File: src/rtl/periodic_alarm_table_defines.svh
// ---------------------------------------------------------------------------
// periodic_alarm_table assertion macros
// Shared property wrappers for the alarm table checks.
// ---------------------------------------------------------------------------
`ifndef PERIODIC_ALARM_TABLE_DEFINES_SVH
`define PERIODIC_ALARM_TABLE_DEFINES_SVH

// implication checked every clock, quiet in reset
`define PAT_ASSERT_IMP(lbl, ant, cons, msg) \
  lbl: assert property (@(posedge clk) disable iff (!rst_n) (ant) |-> (cons)) else $error(msg);

// next-cycle implication
`define PAT_ASSERT_NXT(lbl, ant, cons, msg) \
  lbl: assert property (@(posedge clk) disable iff (!rst_n) (ant) |=> (cons)) else $error(msg);

`endif

File: src/rtl/pat_pkg.sv
// ---------------------------------------------------------------------------
// pat_pkg
// Types and constants of the periodic alarm table.
// ---------------------------------------------------------------------------
`default_nettype none
package pat_pkg;
  localparam int SLOTS_DEF = 16;
  localparam int MAX_RES = 16;
  localparam logic [15:0] STEP_RESET = 16'd100;

  localparam logic [1:0] MODE_TICK = 2'd0;
  localparam logic [1:0] MODE_REG = 2'd1;
  localparam logic [1:0] MODE_REM = 2'd2;

  localparam logic [1:0] ST_OK = 2'd0;
  localparam logic [1:0] ST_BAD = 2'd1;
  localparam logic [1:0] ST_FULL = 2'd2;
  localparam logic [1:0] ST_NOTFOUND = 2'd3;

  typedef struct packed {
    logic [1:0] mode;
    logic [15:0] alarm_id;
    logic signed [31:0] period;
    logic signed [31:0] first_call;
  } in_item_t;

  typedef struct packed {
    logic [1:0] status;
    logic fired;
    logic [15:0] fired_id;
    logic last;
  } out_item_t;

  // controller to datapath
  typedef struct packed {
    logic load;       // capture input item
    logic tick_adv;   // now += step
    logic scan_clr;   // scan index to 0
    logic scan_step;  // process slot at scan index, advance
    logic rnd_start;  // begin rounding
    logic rnd_step;   // one restoring step
    logic reg_write;  // write rounded alarm to free slot
    logic rem_clear;  // clear matching slots
  } pat_cmd_t;

  // datapath to controller
  typedef struct packed {
    logic scan_hit;   // slot at scan index is due
    logic scan_end;   // at last slot
    logic rnd_done;
    logic bad;
    logic full;
    logic found;
    logic [1:0] mode;
  } pat_sts_t;
endpackage
`default_nettype wire

File: src/rtl/periodic_alarm_table.sv
// Work per item: a tick scans the slots up to the firing cap and may wait on
//   out_stall, a register runs 31 rounding steps, remove or refused goes to the result.
// Throughput: one item at a time; the next item is taken once the last
//   result item has been loaded into the output register.
// Reset: synchronous active-low rst_n clears slots, time and control;
//   the tick step returns to 100.
// ---------------------------------------------------------------------------
// periodic_alarm_table
// Table of periodic alarms fired by a tick; controller plus datapath.
// ---------------------------------------------------------------------------
`default_nettype none
`include "periodic_alarm_table_defines.svh"
module periodic_alarm_table #(
  parameter int SLOTS = pat_pkg::SLOTS_DEF
) (
  input  wire logic clk,
  input  wire logic rst_n,
  input  wire logic cfg_we,
  input  wire logic [15:0] cfg_wdata,
  input  wire logic in_valid,
  output logic in_stall,
  input  wire pat_pkg::in_item_t in_item,
  output logic out_valid,
  input  wire logic out_stall,
  output pat_pkg::out_item_t out_item
);
  pat_pkg::pat_cmd_t cmd;
  pat_pkg::pat_sts_t sts;
  logic [15:0] hit_id;

  // datapath: slots, time, scan pointer and the serial rounder
  pat_datapath #(.SLOTS(SLOTS)) u_dp (
    .clk, .rst_n, .cfg_we, .cfg_wdata, .in_item, .cmd, .sts, .hit_id
  );

  // controller: sequences each item and owns the result register
  pat_ctrl u_ctrl (
    .clk, .rst_n, .in_valid, .in_stall, .out_valid, .out_stall, .out_item,
    .cmd, .sts, .hit_id
  );

  `PAT_ASSERT_IMP(a_busy_no_take, cmd.load, !in_stall, "load while busy")
  `PAT_ASSERT_IMP(a_wr_clean, cmd.reg_write, !sts.bad && !sts.full, "bad slot write")
  `PAT_ASSERT_IMP(a_nofire_id, out_valid && !out_item.fired, out_item.fired_id == 16'd0,
                  "id without firing")
  `PAT_ASSERT_NXT(a_out_hold, out_valid && out_stall, out_valid && $stable(out_item),
                  "result changed while stalled")
endmodule
`default_nettype wire

File: src/rtl/pat_datapath.sv
// ---------------------------------------------------------------------------
// pat_datapath
// Slot storage, time counter, slot scan and bit-serial rounding unit.
// ---------------------------------------------------------------------------
`default_nettype none
module pat_datapath #(
  parameter int SLOTS = pat_pkg::SLOTS_DEF
) (
  input  wire logic clk,
  input  wire logic rst_n,
  input  wire logic cfg_we,
  input  wire logic [15:0] cfg_wdata,
  input  wire pat_pkg::in_item_t in_item,
  input  wire pat_pkg::pat_cmd_t cmd,
  output pat_pkg::pat_sts_t sts,
  output logic [15:0] hit_id
);
  localparam int IW = (SLOTS > 1) ? $clog2(SLOTS) : 1;

  logic [15:0] step_r;
  logic [47:0] now_r;
  logic [15:0] sid_r [SLOTS];
  logic [31:0] sper_r [SLOTS];
  logic [31:0] sfst_r [SLOTS];
  logic [47:0] sdue_r [SLOTS];
  pat_pkg::in_item_t it_r;
  logic [IW-1:0] idx_r;
  // rounding: period and first call shift registers, 31 bits each; remainders 17 bits
  logic [30:0] qp_r, qf_r;
  logic [16:0] rp_r, rf_r;
  logic [4:0] rcnt_r;
  logic rbusy_r;

  logic [IW-1:0] free_idx;
  logic any_free, found;
  logic [SLOTS-1:0] match;
  logic [31:0] per_rnd, fst_rnd;
  logic [17:0] rp_try, rf_try;

  always_comb begin
    free_idx = '0;
    any_free = 1'b0;
    for (int i = SLOTS - 1; i >= 0; i--) begin
      if (sid_r[i] == 16'd0) begin
        free_idx = IW'(i);
        any_free = 1'b1;
      end
    end
    // a negative request never equals a stored value, even one at or above 2^31
    for (int i = 0; i < SLOTS; i++) begin
      match[i] = (it_r.alarm_id != 16'd0) && (sid_r[i] == it_r.alarm_id) &&
                 !it_r.period[31] && !it_r.first_call[31] &&
                 (sper_r[i] == $unsigned(it_r.period)) &&
                 (sfst_r[i] == $unsigned(it_r.first_call));
    end
    found = |match;
  end

  // one restoring division step per cycle on both values
  assign rp_try = {rp_r, qp_r[30]} - {2'b0, step_r};
  assign rf_try = {rf_r, qf_r[30]} - {2'b0, step_r};

  function automatic logic [31:0] finish(input logic [30:0] v, input logic [16:0] r,
                                         input logic [15:0] s);
    logic [31:0] res;
    if ({1'b0, v} < {16'd0, s}) res = '0;
    else if (r == 17'd0) res = {1'b0, v};
    else res = {1'b0, v} - {15'd0, r} + {16'd0, s};
    return res;
  endfunction

  assign per_rnd = finish(it_r.period[30:0], rp_r, step_r);
  assign fst_rnd = finish(it_r.first_call[30:0], rf_r, step_r);

  always_ff @(posedge clk) begin
    if (!rst_n) begin
      step_r <= pat_pkg::STEP_RESET;
      now_r <= '0;
      rbusy_r <= 1'b0;
      rcnt_r <= '0;
      idx_r <= '0;
      for (int i = 0; i < SLOTS; i++) begin
        sid_r[i] <= '0;
        sper_r[i] <= '0;
        sfst_r[i] <= '0;
        sdue_r[i] <= '0;
      end
    end else begin
      if (cfg_we) step_r <= (cfg_wdata == 16'd0) ? 16'd1 : cfg_wdata;
      if (cmd.load) it_r <= in_item;
      if (cmd.tick_adv) now_r <= now_r + {32'd0, step_r};
      if (cmd.scan_clr) idx_r <= '0;
      if (cmd.scan_step) begin
        if (sts.scan_hit) sdue_r[idx_r] <= sdue_r[idx_r] + {16'd0, sper_r[idx_r]};
        if (!sts.scan_end) idx_r <= idx_r + 1'b1;
      end
      if (cmd.rnd_start) begin
        qp_r <= it_r.period[30:0];
        qf_r <= it_r.first_call[30:0];
        rp_r <= '0;
        rf_r <= '0;
        rcnt_r <= '0;
        rbusy_r <= 1'b1;
      end else if (cmd.rnd_step && rbusy_r) begin
        qp_r <= {qp_r[29:0], 1'b0};
        qf_r <= {qf_r[29:0], 1'b0};
        rp_r <= rp_try[17] ? {rp_r[15:0], qp_r[30]} : rp_try[16:0];
        rf_r <= rf_try[17] ? {rf_r[15:0], qf_r[30]} : rf_try[16:0];
        rcnt_r <= rcnt_r + 5'd1;
        if (rcnt_r == 5'd30) rbusy_r <= 1'b0;
      end
      if (cmd.reg_write) begin
        sid_r[free_idx] <= it_r.alarm_id;
        sper_r[free_idx] <= per_rnd;
        sfst_r[free_idx] <= fst_rnd;
        sdue_r[free_idx] <= {16'd0, fst_rnd} + {16'd0, per_rnd};
      end
      if (cmd.rem_clear) begin
        for (int i = 0; i < SLOTS; i++) begin
          if (match[i]) begin
            sid_r[i] <= '0;
            sper_r[i] <= '0;
            sfst_r[i] <= '0;
            sdue_r[i] <= '0;
          end
        end
      end
    end
  end

  always_comb begin
    sts.scan_hit = (sid_r[idx_r] != 16'd0) && (now_r >= sdue_r[idx_r]);
    sts.scan_end = (idx_r == IW'(SLOTS - 1));
    sts.rnd_done = !rbusy_r;
    sts.bad = (it_r.alarm_id == 16'd0) || it_r.period[31] || it_r.first_call[31];
    sts.full = !any_free;
    sts.found = found;
    sts.mode = it_r.mode;
    hit_id = sid_r[idx_r];
  end
endmodule
`default_nettype wire

File: src/rtl/pat_ctrl.sv
// ---------------------------------------------------------------------------
// pat_ctrl
// Sequencer for tick scan, register rounding and remove.
// ---------------------------------------------------------------------------
`default_nettype none
module pat_ctrl (
  input  wire logic clk,
  input  wire logic rst_n,
  input  wire logic in_valid,
  output logic in_stall,
  output logic out_valid,
  input  wire logic out_stall,
  output pat_pkg::out_item_t out_item,
  output pat_pkg::pat_cmd_t cmd,
  input  wire pat_pkg::pat_sts_t sts,
  input  wire logic [15:0] hit_id
);
  typedef enum logic [2:0] {S_IDLE, S_DISP, S_SCAN, S_RND, S_RWR, S_DONE} state_t;

  state_t state_r, state_nxt;
  logic ov_r, ov_nxt;
  pat_pkg::out_item_t oi_r, oi_nxt;
  // final result of the item when no firing is pending
  pat_pkg::out_item_t fin_r, fin_nxt;
  logic [4:0] nfire_r, nfire_nxt;
  // fired result held back until we know whether it is the last
  logic pend_r, pend_nxt;
  logic [15:0] pid_r, pid_nxt;

  logic out_free;
  assign out_free = !ov_r || !out_stall;
  assign in_stall = (state_r != S_IDLE);
  assign out_valid = ov_r;
  assign out_item = oi_r;

  always_comb begin
    state_nxt = state_r;
    ov_nxt = ov_r && out_stall;
    oi_nxt = oi_r;
    fin_nxt = fin_r;
    nfire_nxt = nfire_r;
    pend_nxt = pend_r;
    pid_nxt = pid_r;
    cmd = '0;
    case (state_r)
      S_IDLE: begin
        if (in_valid) begin
          cmd.load = 1'b1;
          state_nxt = S_DISP;
        end
      end
      S_DISP: begin
        case (sts.mode)
          pat_pkg::MODE_TICK: begin
            cmd.tick_adv = 1'b1;
            cmd.scan_clr = 1'b1;
            nfire_nxt = '0;
            pend_nxt = 1'b0;
            fin_nxt = '{pat_pkg::ST_OK, 1'b0, 16'd0, 1'b1};
            state_nxt = S_SCAN;
          end
          pat_pkg::MODE_REG: begin
            if (sts.bad) begin
              fin_nxt = '{pat_pkg::ST_BAD, 1'b0, 16'd0, 1'b1};
              state_nxt = S_DONE;
            end else if (sts.full) begin
              fin_nxt = '{pat_pkg::ST_FULL, 1'b0, 16'd0, 1'b1};
              state_nxt = S_DONE;
            end else begin
              cmd.rnd_start = 1'b1;
              state_nxt = S_RND;
            end
          end
          pat_pkg::MODE_REM: begin
            cmd.rem_clear = 1'b1;
            fin_nxt = '{sts.found ? pat_pkg::ST_OK : pat_pkg::ST_NOTFOUND,
                        1'b0, 16'd0, 1'b1};
            state_nxt = S_DONE;
          end
          default: begin
            fin_nxt = '{pat_pkg::ST_BAD, 1'b0, 16'd0, 1'b1};
            state_nxt = S_DONE;
          end
        endcase
      end
      S_SCAN: begin
        if (nfire_r == 5'(pat_pkg::MAX_RES)) begin
          // firing cap reached, later due alarms wait for the next tick
          state_nxt = S_DONE;
        end else if (!(sts.scan_hit && pend_r) || out_free) begin
          // a hit with a pending result needs the output register first
          cmd.scan_step = 1'b1;
          if (sts.scan_hit) begin
            if (pend_r) begin
              ov_nxt = 1'b1;
              oi_nxt = '{pat_pkg::ST_OK, 1'b1, pid_r, 1'b0};
            end
            pend_nxt = 1'b1;
            pid_nxt = hit_id;
            nfire_nxt = nfire_r + 5'd1;
          end
          if (sts.scan_end) state_nxt = S_DONE;
        end
      end
      S_RND: begin
        cmd.rnd_step = 1'b1;
        if (sts.rnd_done) state_nxt = S_RWR;
      end
      S_RWR: begin
        cmd.reg_write = 1'b1;
        fin_nxt = '{pat_pkg::ST_OK, 1'b0, 16'd0, 1'b1};
        state_nxt = S_DONE;
      end
      S_DONE: begin
        if (out_free) begin
          ov_nxt = 1'b1;
          if (pend_r) oi_nxt = '{pat_pkg::ST_OK, 1'b1, pid_r, 1'b1};
          else oi_nxt = fin_r;
          pend_nxt = 1'b0;
          state_nxt = S_IDLE;
        end
      end
      default: state_nxt = S_IDLE;
    endcase
  end

  always_ff @(posedge clk) begin
    if (!rst_n) begin
      state_r <= S_IDLE;
      ov_r <= 1'b0;
      oi_r <= '0;
      fin_r <= '0;
      nfire_r <= '0;
      pend_r <= 1'b0;
      pid_r <= '0;
    end else begin
      state_r <= state_nxt;
      ov_r <= ov_nxt;
      oi_r <= oi_nxt;
      fin_r <= fin_nxt;
      nfire_r <= nfire_nxt;
      pend_r <= pend_nxt;
      pid_r <= pid_nxt;
    end
  end
endmodule
`default_nettype wire

File: config.mk
export PLATFORM = sky130hd
export DESIGN_NAME = periodic_alarm_table
export DESIGN_NICKNAME = d
export VERILOG_FILES = /design/src/rtl/pat_pkg.sv /design/src/rtl/periodic_alarm_table.sv /design/src/rtl/pat_datapath.sv /design/src/rtl/pat_ctrl.sv
export VERILOG_INCLUDE_DIRS = /design/src /design/src/rtl
export SDC_FILE = /design/constraint.sdc
export NUM_CORES = 2
export LEC_CHECK = 0
export BUFFER_PORTS_ARGS = -buffer_cell sky130_fd_sc_hd__buf_2
export CAP_MARGIN = 20
export CORE_MARGIN = 2
export CORE_UTILIZATION = 30
export DETAILED_ROUTE_END_ITERATION = 12
export GPL_TIMING_DRIVEN = 0
export HOLD_SLACK_MARGIN = 0.1
export PLACE_DENSITY = 0.46
export SLEW_MARGIN = 5
export SYNTH_ARGS = -nofsm -noshare
export SYNTH_HDL_FRONTEND = slang
export SYNTH_SLANG_ARGS = --single-unit
File: constraint.sdc
create_clock -name clk -period 7.62 [get_ports clk]
set_input_delay 1.524 -clock clk [delete_from_list [all_inputs] [get_ports clk]]
set_output_delay 1.524 -clock clk [all_outputs]
set_load 0.05 [all_outputs]
Word-level counts from Yosys, hierarchy flattened --
Memory sizes are Yosys's and may differ from the RTL's. A register that Yosys moved wholly into a read port is not among the register bits. Cells that the tools add are included. Widths: inputs -> output; s select.
Cells by class: $add $sub $neg 12, order comparisons 3, equality and inequality tests 69, multiplexer cells 259, bitwise logic cells 66, reduce and logical (&&, ||, !) cells 140
Operators with widths (number):
- $mux 32 | 38
- $eq 32x32->1 | 32
- $mux 48 | 18
- $logic_not 16->1 | 18
- $mux 16 | 18
- $eq 16x16->1 | 16
- $mux 20 | 8
- $mux 31 | 4
- $mux 1 | 119
- $mux 4 | 27
- $reduce_or 48->1 | 2
- $logic_and 1x1->1 | 84
- $pmux 20 s2 | 2
- $mux 17 | 4
- $add 32x16->32 | 2
- $or 1x1->1 | 64
- $reduce_or 32->1 | 2
- $sub 31x17->32 | 2
- $lt 31x16->1 | 2
- $pmux 20 s3 | 1
- $add 48x16->48 | 1
- $add 48x32->48 | 1
- $ge 48x48->1 | 1
- $sub 18x16->18 | 2
- other kinds (38) | 81
Storage, ports and cells: flip-flop bits (word level) 318, RAM bits 2048, input port bits 103, output and inout bits 22, logic and storage cells 579, memories 4
Memory list:
- u_dp.sdue_r | words 16, bits a word 48, rd ports 1, clocked after memory_dff 1, write ports 16, RTL line pat_datapath.sv:25 | logic [47:0] sdue_r [SLOTS];
- u_dp.sfst_r | words 16, bits a word 32, rd ports 16, clocked after memory_dff 0, write ports 16, RTL line pat_datapath.sv:24 | logic [31:0] sfst_r [SLOTS];
- u_dp.sper_r | words 16, bits a word 32, rd ports 17, clocked after memory_dff 1, write ports 16, RTL line pat_datapath.sv:23 | logic [31:0] sper_r [SLOTS];
- u_dp.sid_r | words 16, bits a word 16, rd ports 17, clocked after memory_dff 1, write ports 16, RTL line pat_datapath.sv:22 | logic [15:0] sid_r [SLOTS];

Logic depth before layout (Yosys ltp) --
An unclocked memory read counts as a cell.
depth after elaboration 24, depth in mapped cells 30, gate-level depth less buffers 26

Modules after synthesis --
From an unflattened synthesis, not the netlist that was laid out.
Second synthesis, totals: cells, all modules 10983, area, all modules 127209.5 um2
By module, submodules not included:
- pat_datapath | times used 1, cells each 10752, area an instance 125147.5 um2, sequential area each 65923.2 um2
- pat_ctrl | times used 1, cells each 231, area an instance 2062.0 um2, sequential area each 980.9 um2

Worst setup path after synthesis --
Ideal clock, no wire load.
path type register -> register, start register u_dp.it_r[35] in the netlist's numbering, end memory u_dp.sdue_r[12][25], data pin, setup time 0.266 ns, arrival 7.056 ns, required time 7.354 ns, path slack 0.298 ns, cell stages (with the launch flop) 29, path buffers 4, clock period less this slack 7.322 ns, cells stage by stage edfxtp_1 > clkbuf_1 > buf_1 > inv_1 > fa_1 > inv_1 > ha_1 > and3_1 > a221oi_1 > o311ai_0 > a41oi_1 > a211oi_1 > a21boi_0 > xnor2_1 > nor2_1 > a21oi_1 > buf_2 > nor2_1 > ha_1 > a21o_1 > a21o_1 > a21oi_1 > or3b_2 > a21o_1 > a21oi_1 > xnor2_1 > a21oi_1 > clkbuf_1 > nor2_1
RTL lines:
- start, declared | RTL line pat_datapath.sv:26 | pat_pkg::in_item_t it_r;
- start signal, assigned | RTL line pat_datapath.sv:90 | if (cmd.load) it_r <= in_item;
- end, declared | RTL line pat_datapath.sv:25

==> flow_summary.json <==
{
  "final-seq-area_um2": 69300,
  "worstPathMaxFanout": 10,
  "status": "complete, but fails checks",
  "max-slew-margin-rel": -0.0303,
  "post_synth_inst_count": 10200,
  "ys_async_sr_fraction": 0,
  "synth.yosys.warnings": 0,
  "placement.cell_area_um2": 137000,
  "drt-vias-per-instance": 6.09,
  "min_period_over_period": 1.01,
  "timing.hold.worst.class": "flip-flop to flip-flop",
  "setup_total_negative_slack_ns": -2.65,
  "syn_area_um2": 124000,
  "post-route-cell-area_um2": 150000,
  "vias_in_the_first_global_route": 92200,
  "numCtsBuffers": 292,
  "report.power.total_mw": 44.5,
  "ir_drop_mv": 0.177,
  "drt_iter0_markers": 19800,
  "nNetsFinal": 11500,
  "clock_tree.htree_level_count": 5,
  "cap_viol_max_count": 2,
  "post_drt_wl_per_cell_um": 46.3,
  "endpoint_kind": "flip-flop",
  "cellLeakagePower_nw": 54.7,
  "floorplan.die.width_um": 647,
  "slowest_cell_on_crit_path": "sky130_fd_sc_hd__clkbuf_1",
  "worst_slack_at_placement_ns": -3.46,
  "placeableCoreArea_um2": 413000,
  "dp_hpwl_um": 602000,
  "antenna_found_initial": 116,
  "path_common_cell": "sky130_fd_sc_hd__buf_4",
  "die_footprint_um2": 419000,
  "synth.distinct_cells": 91,
  "numPortBuffers": 123,
  "synth-edff-count": 2226,
  "synthDominantAreaCellType": "sky130_fd_sc_hd__edfxtp_1",
  "setup_violations": 75,
  "synth.ff_latch_count": 2349,
  "synthDominantCellAreaShare": 0.539,
  "startpoint_class": "flip-flop",
  "yosys.cell_count.top_type": "sky130_fd_sc_hd__edfxtp_1",
  "achievable-frequency_mhz": 130,
  "floorplan.rows": 236,
  "power_density_nw_per_um2": 297,
  "violations_in_the_final_reports": "max-capacitance violations, max-slew violations, negative setup slack",
  "syn-num-nets": 10600,
  "clock_transition_time_at_the_flip_flop_clock_pins_of_the_worst_setup_and_hold_paths_ns": 0.06,
  "pin_count": 125,
  "grt_max_degree": 50,
  "fillers": 40300,
  "synth.yosys.seq_area_share": 0.558,
  "synth.cells.most_frequent": "sky130_fd_sc_hd__edfxtp_1 (2,226), sky130_fd_sc_hd__nor2_1 (2,119), sky130_fd_sc_hd__xnor2_1 (790)",
  "drt_drc_violations_left": 0,
  "setup_slack_ns": -0.102,
  "insertion_delay_ns": 1.04,
  "dominantRegCellSynth": "sky130_fd_sc_hd__edfxtp_1",
  "grt_remaining_overflow": 0,
  "grt_usage": 0.362,
  "route.vias.total": 102000,
  "floorplan.initialDensity": 0.301,
  "drt_wl_total_um": 779000,
  "timing_max_transition_violations_final": 3,
  "timing.final.crit_period_ns": 7.72,
  "final-hold-violation-count": 0,
  "avgSynthCellArea_um2": 12.2,
  "clock-sinks": 2349,
  "cts_tree": "built",
  "timing.critical_path.arrival_ns": 8.46,
  "cts-root-buf": "sky130_fd_sc_hd__clkbuf_16",
  "final_layout_size_suffix_gt1_frac": 0.189,
  "tightestPinTransition_ns": 1.53,
  "die_h_um": 647,
  "drt_pre_antenna_iters": 7,
  "ant_nets": 0,
  "synth_area_leaders": "sky130_fd_sc_hd__edfxtp_1 (54%), sky130_fd_sc_hd__mux4_2 (8.3%), sky130_fd_sc_hd__nor2_1 (6.4%), sky130_fd_sc_hd__xnor2_1 (5.6%), sky130_fd_sc_hd__xor2_1 (4.5%)",
  "worst_clock_skew_ns": 0.0647,
  "setup.worst_path.class": "flip-flop to flip-flop",
  "multi_input_comb_area_um2": 52500,
  "grt_pass1_wl_um": 978000,
  "max_stage_delay_ns": 0.53,
  "gp_routability_congestion": 1.17,
  "clock_path_buffers": 4,
  "relative_area_change_from_synthesis_to_final_layout_pct": 20.9,
  "fin_util": 0.364,
  "worst_ep_required_time_ns": 8.36
}
logic make-up (layout without fill, tap and decap cells):
family / after synthesis / after routing / share of synthesized area
buffers and inverters: 1015 / 2072 / 0.0328
multiplexers: 614 / 614 / 0.0982
AND/OR/NAND/NOR: 3673 / 3676 / 0.134
flip-flops: 2349 / 2349 / 0.558
AO/OA/AOI/OAI: 798 / 798 / 0.0416
adder cells (fa/ha/maj): 316 / 316 / 0.0341
other: 0 / 84 / 0
XOR/XNOR: 1434 / 1434 / 0.101
area by class of cell:
| cell class | count | area share |
|---|---|---|
| buffer | 675 | 0.0256 |
| antenna | 84 | 0.00140 |
| clock inverter | 132 | 0.00808 |
| tap | 5474 | 0.0456 |
| multi-input combinational | 6838 | 0.350 |
| sequential | 2349 | 0.462 |
| inverter | 295 | 0.00788 |
| timing repair buffer | 584 | 0.0466 |
| clock buffer | 386 | 0.0529 |
per-stage QoR:
step                hold slack (ns)  cells
global route                  0.478  16800
floorplan                     0.434  10200
global placement              0.449  15800
finish                        0.457  16800
CTS                           0.459  16600
detailed placement            0.450  16100
routing by layer:
metal | share of wire | global-route usage
met2 | 0.39 | 0.491
met4 | 0.081 | 0.231
met3 | 0.15 | 0.172
met1 | 0.38 | 0.456
met5 | 0.0025 | 0.0217
registers in the layout, indices dropped and copies added (netlist names), 16 cells and up:
signal and count:
u_dp.sdue_r 768, u_dp.it_r 80, u_dp.sfst_r 512, u_ctrl.pid_r 16, u_ctrl.out_item 20, u_dp.now_r 48, u_dp.rf_r 17, u_dp.step_r 16
u_dp.sper_r 512, u_dp.rp_r 17, u_dp.qf_r 31, u_dp.qp_r 31, u_dp.sid_r 256
worst max-delay path: cells and delay by family (launching register included):
family | cells | cell delay (ns)
buffers and inverters | 10 | 2.43
adder cells (fa/ha/maj) | 3 | 1.22
XOR/XNOR | 1 | 0.12
AND/OR/NAND/NOR | 6 | 0.92
multiplexers | 1 | 0.29
flip-flops | 1 | 0.41
AO/OA/AOI/OAI | 8 | 1.99
worst paths after layout:
path                                       from                 end  slack (ns)  depth (start not counted)
worst max-delay path               u_dp.it_r[2]  u_dp.sdue_r[1][30]       -0.10                         29
worst min-delay path            u_ctrl.pid_r[5]  u_ctrl.out_item[6]        0.46                          2
worst max register to register     u_dp.it_r[2]  u_dp.sdue_r[1][30]       -0.10                         29
worst min register to register  u_ctrl.pid_r[5]  u_ctrl.out_item[6]        0.46                          2
layout by cell type (no fill, tap or decap), drive strengths merged, types with 113 or more instances in the layout:
cell / count
edfxtp: 2226
xnor2: 790
nand4: 270
nor3: 113
nor2: 2119
inv: 288
ha: 279
mux4: 471
nor4: 278
o21ai: 169
a21oi: 227
dfxtp: 123
and2: 141
xor2: 644
buf: 776
nand2: 388
clkbuf: 860
power by group:
part / switching [mW] / internal (mW)
logic: 11.4 / 3.99
clock network: 6.15 / 7.92
registers: 0.412 / 14.7
timing repair:
action | in CTS | in global routing
gates resized for setup | 492 | 145
hold buffers | 0 | 0
buffers inserted | 54 | 48
gates cloned | 15 | 8
endpoints found under the setup margin | 1596 | 1008
pin swaps | 6 | 16
Note: power is estimated with default switching activity, not from simulation.
